`config.mk`:
```
export PLATFORM = sky130hd
export DESIGN_NAME = elfc_frame_mem
export DESIGN_NICKNAME = d
export VERILOG_FILES = /design/src/sv/elfc_pkg.sv /design/src/sv/elfc_frame_mem.sv
export SDC_FILE = /design/constraint.sdc
export NUM_CORES = 2
export LEC_CHECK = 0
export BUFFER_PORTS_ARGS = -buffer_cell sky130_fd_sc_hd__buf_2
export CAP_MARGIN = 25
export CORE_UTILIZATION = 45
export DETAILED_ROUTE_END_ITERATION = 8
export GPL_ROUTABILITY_DRIVEN = 0
export HOLD_SLACK_MARGIN = 0.12
export SLEW_MARGIN = 20
export SYNTH_ARGS = -nofsm -noshare
export SYNTH_HDL_FRONTEND = slang
export SYNTH_SLANG_ARGS = --single-unit
```
`constraint.sdc`:
```
create_clock -name clk_i -period 4.1 [get_ports clk_i]
set_input_delay 0.205 -clock clk_i [delete_from_list [all_inputs] [get_ports clk_i]]
set_output_delay 0.205 -clock clk_i [all_outputs]
set_load 0.05 [all_outputs]
```
`src/sv/elfc_pkg.sv`:
```
// shared types and constants of the led frame composer
`timescale 1ns / 1ps
`default_nettype none

package elfc_pkg;

  localparam int unsigned SectionsDef = 3;
  localparam int unsigned ColorW      = 8;
  localparam int unsigned ColW        = 5;
  localparam int unsigned RowW        = 3;
  localparam int unsigned IdxW        = 8;
  localparam int unsigned TimeW       = 32;
  localparam int unsigned PixelW      = 3 * ColorW;

  typedef enum logic [1:0] {
    OP_CLEAR = 2'd0,
    OP_PLACE = 2'd1,
    OP_READ  = 2'd2
  } op_e;

  // fade window and reciprocal constants
  localparam logic [TimeW-1:0] FadeWindowUs  = 32'd2000000;
  localparam logic [11:0]      FadeFullMs    = 12'd4000;
  localparam logic [31:0]      RecipMs       = 32'd2199023256;
  localparam int unsigned      RecipMsShift  = 41;
  localparam logic [30:0]      RecipFull     = 31'd1099511628;
  localparam int unsigned      RecipFullShift = 42;

  typedef struct packed {
    logic clr;
    logic we;
    logic re;
  } mem_ctl_t;

endpackage

`default_nettype wire

```
`src/sv/elfc_frame_mem.sv`:
```
// frame memory, one write port and one read port, with per-pixel valid bits for clear
`timescale 1ns / 1ps
`default_nettype none

module elfc_frame_mem import elfc_pkg::*; #(
  parameter  int unsigned PIXELS = 48 * SectionsDef,
  localparam int unsigned AddrW  = $clog2(PIXELS)
) (
  input  wire logic              clk_i,
  input  wire logic              rst_ni,
  input  wire mem_ctl_t          ctl_i,
  input  wire logic [AddrW-1:0]  waddr_i,
  input  wire logic [PixelW-1:0] wdata_i,
  input  wire logic [AddrW-1:0]  raddr_i,
  output logic [PixelW-1:0]      rdata_o
);

  logic [PixelW-1:0] mem_q [PIXELS];
  logic [PIXELS-1:0] valid_q;
  logic [PixelW-1:0] rdata_q;
  logic              rvalid_q;

  always_ff @(posedge clk_i) begin
    if (ctl_i.we) begin
      mem_q[waddr_i] <= wdata_i;
    end
    if (ctl_i.re) begin
      rdata_q <= mem_q[raddr_i];
    end
  end

  always_ff @(posedge clk_i or negedge rst_ni) begin
    if (!rst_ni) begin
      valid_q  <= '0;
      rvalid_q <= 1'b0;
    end else begin
      if (ctl_i.clr) begin
        valid_q <= '0;
      end else if (ctl_i.we) begin
        valid_q[waddr_i] <= 1'b1;
      end
      if (ctl_i.re) begin
        rvalid_q <= valid_q[raddr_i];
      end
    end
  end

  assign rdata_o = rvalid_q ? rdata_q : '0;

endmodule

`default_nettype wire

```
# Yosys cells after proc, flatten, opt, wreduce, memory -nomap -nowiden
# Memories as Yosys holds them, arrays and structs flattened. A register that Yosys moved wholly into a read port is not among the register bits.
# Index checks and enable logic that the tools add are counted.
# W data, S select, Z words.
dict set report totals {
  out_inout_bits 24
  mem_count 1
  inputBits 45
  ff_bits 145
  elab_cells 18
  ram_bits 3456
}
dict set report op_classes {
  order_cmp 3
  bitwise 1
  n_reduce_logical 2
  muxes 9
}
# name depth width read_ports rd_clocked_by_memory_dff wr line
set mem_list {}
lappend mem_list {mem_q 144 24 1 1 1 elfc_frame_mem.sv:18} ;# logic [PixelW-1:0] mem_q [PIXELS];
# cell n
set op_table {}
lappend op_table {{$mux W144} 2}
lappend op_table {{$or A144 B144 Y144} 1}
lappend op_table {{$mux W24} 1}
lappend op_table {{$lt A8 B9 Y1 const B} 2}
lappend op_table {{$bmux W1 S8} 1}
lappend op_table {{$demux W1 S8} 1}
lappend op_table {{$ge A8 B1 Y1 const B} 1}
lappend op_table {{$mux W1} 4}
lappend op_table {{$reduce_bool A2 Y1} 1}
lappend op_table {{$logic_and A1 B1 Y1} 1}

# Depth between registers and ports, before layout
dict set report depth {
  ltp_word 7
  depth_mapped 11
  depth_no_buf 6
}

# Worst setup path after synthesis
# No wires, ideal clock.
dict set report synth_path {
  kind {in2reg}
  from {input waddr_i[1]}
  to {memory mem_q[110][0] in the netlist's numbering, enable pin}
  setup_ps 406
  path_buffers 2
  arrival_time_ps 2187
  path_slack_ps 1507
  cell_stages 5
  t_required_ps 3694
  path_cell_list {clkbuf_1 nor2b_1 clkbuf_1 nand4_1 nor2_1}
}
# element line
set synth_lines {}
lappend synth_lines {{start, declared} elfc_frame_mem.sv:12} ;# input wire logic [AddrW-1:0] waddr_i,
lappend synth_lines {{end, declared} elfc_frame_mem.sv:18}
# Straight into the memory's write port.

==> flow_summary.toml <==
[global_routing]
grt_max_degree = 145
antenna_found_initial = 35
track_usage_pct = 25.51
first_global_vias = 68800
overflow = 0
grt_pass1_wl_um = 549200

[synth]
avgSynthCellArea_um2 = 22.45
synth-edff-count = 3480
yosys_warnings = 0
ys_seq_area_share_pct = 78.14
async_flop_share_pct = 4.000
ys_seq_elements = 3625
yosys.area.top_type = "edfxtp_1"
synthTopCellsByArea = "edfxtp_1, mux4_2, dfrtp_1, nor2_1, mux2i_1"
yosysMostFrequentCell = "edfxtp_1"
syn-instance-count = 6163
synth_area_um2 = 138400
synth_top_area_share_pct = 75.52
ys_top_cells_by_count = "edfxtp_1, mux4_2, nor2_1"
syn_nets = 6208
synth.distinct_cells = 52
synth-main-ff-cell = "edfxtp_1"

[timing]
holdWs_ns = 0.1943
fmax_mhz = 251.9
setup_violations = 0
rsz0062_at_grt = "false"
final.period_utilization_pct = 96.83
layout_setup_ws_ns = 0.1298
hold_viol_final = 0
worstMarginPinSlew_ns = 1.182
slew_headroom_pct = 21.21
tns_ns = 0
clock_skew_ns = 0.06585
fin_crit_ns = 3.970
drv_slew = 0

[final_layout]
multiInputGateArea_um2 = 29120
drive_above_1_share_pct = 31.02
nNetsFinal = 6804
area_delta_synth_final_pct = 15.35
utilization_pct = 52.19
n_fill_cell = 23740
ff_latch_area_um2 = 108100

[floorplanning]
core_area_um2 = 305800
die_x_um = 556.5
num_rows = 203
ios = 69
start_util_pct = 45.25
die_h_um = 556.5
die-area_um2 = 309700

[clocking]
cts_setup_buffers = 0
cts_resized = 0
clk_latency_ns = 0.96
cts_buffer_depth = 4
cts_hold_buf = 35
clk_pin_slew_ns = 0.06
clock-sinks = 3625
cts-root-buf = "clkbuf_16"
numCtsBuffers = 368
ctsHtreeMaxLevel = 5
cts_tree = "built"

[worst_setup_path]
r2r_slack_ns = 0.47
required_ns = 4.78
cp_common_cell = "buf_4"
slowest_delay_ns = 0.86
end_kind = "flip-flop"
slowest_stage = "a221oi_1"
cp_max_fo = 57
crit_arrival_ns = 4.65
crit_type = "input port to flip-flop"
path_buf_inv = 6
path_cells = "dlygate4sd3_1, buf_6, inv_6, buf_12, nor2_1, a221oi_1, o21ai_0, buf_4, nor3_1, buf_4, a211oi_1"
crit_family = "buffers and inverters"
startpoint_type = "input port"

[drt]
drt-vias-per-instance = 6.223
antenna_left = 0
dr_wl_met2_um = 188100
wl_met1_um = 156300
drc = 0
num_vias = 69690
top_layer_used = "met5"
postRouteWirelength_um = 394600
routedWlPerCell_um = 35.24
first_iter_violations = 9216
dr.pass1.iters = 6
met3_length_um = 34830

[power_and_ir_drop]
vdd.ir_drop.worst_mv = 0.3725
powerDensity_nw_per_um2 = 489.3
p_leak_nw = 50.74

[flow_run]
max-cap-violations = 0

[run_status]
status = "finished, final reports clean"

[worst_hold_path]
hold_class = "input port to flip-flop"

[place]
io_buffers = 68
dp_hpwl_um = 239700
preCtsSetupSlack_ns = -0.005814
==> cells by family (layout without fill, tap and decap cells) <==
kind of cell / count (synthesis) / count (layout) / share of synthesized area (%)
DFF: 3625 / 3625 / 78.14
muxes: 1052 / 1052 / 15.97
and+or+nand+nor: 667 / 667 / 2.093
AOI/OAI and AO/OA: 462 / 462 / 2.478
buffers and inverters: 357 / 1261 / 1.318
other: 0 / 32 / 0
==> path summary, 6_finish.rpt <==
check                                         startpoint                        to  cells after the start
worst min register to register  valid_q[126]$_DFFE_PN0P_  valid_q[126]$_DFFE_PN0P_                      2
worst min-delay path                          waddr_i[0]    valid_q[3]$_DFFE_PN0P_                      5
worst max register to register    mem_q[31][4]$_DFFE_PP_      rdata_q[4]$_DFFE_PP_                      7
min in group asynchronous                         rst_ni   valid_q[70]$_DFFE_PN0P_                      4
worst max-delay path                          raddr_i[2]      rdata_q[4]$_DFFE_PP_                     11
max in group asynchronous                         rst_ni      rvalid_q$_DFFE_PN0P_                      4
==> metal layers <==
metal	global-route usage, %	up-vias
li1	-	27340
met1	36.01	38100
met2	39.89	3591
met3	4.484	640
met4	9.653	12
met5	0	-
==> cell usage in the layout (no fill, tap or decap), drive strengths merged, types with 48 or more instances in the layout <==
master,count
clkinv,175
a21oi,65
a22oi,84
clkbuf,447
a22o,48
nor2,428
mux4,923
nand2,50
mux2i,118
dfrtp,145
and2,50
buf,543
o22ai,60
edfxtp,3480
a221oi,66
==> cell type report <==
cell class / instances / share of cell area (%)
well taps: 4100 / 3.214
multi-input cells: 2181 / 18.25
clock inverters: 231 / 1.447
inverters: 6 / 0.02038
clock buffers: 447 / 6.060
flip-flops and latches: 3625 / 67.75
repair buffers: 577 / 3.218
diodes: 32 / 0.05017
==> tightest hold or removal path: stages <==
cell     delay, ns
buf_2         0.15
nand4_1       0.31
nor2_4        0.24
nor2_1        0.13
nor2_1        0.05
==> power breakdown <==
group | internal, mW | leakage, nW | switching, mW
registers | 40.7 | 33.3 | 0.0867
clock network | 19.1 | 5.85 | 14.2
logic | 1.38 | 11.6 | 2.57
==> registers in the layout, indices dropped and copies added (netlist names) <==
name      count
rvalid_q      1
valid_q     144
mem_q      3456
rdata_q      24
==> per-stage QoR <==
step | power [mW] | cells | instance area (um2)
after floorplan | 43.38 | 6163 | 138400
after global placement | 45.41 | 10440 | 147000
after detailed placement | 45.47 | 10450 | 147100
after CTS | 78.55 | 11170 | 159500
after global routing | 80.01 | 11190 | 159600
final | 78.10 | 11200 | 159600
No activity file was read; power rests on OpenSTA's default activity.
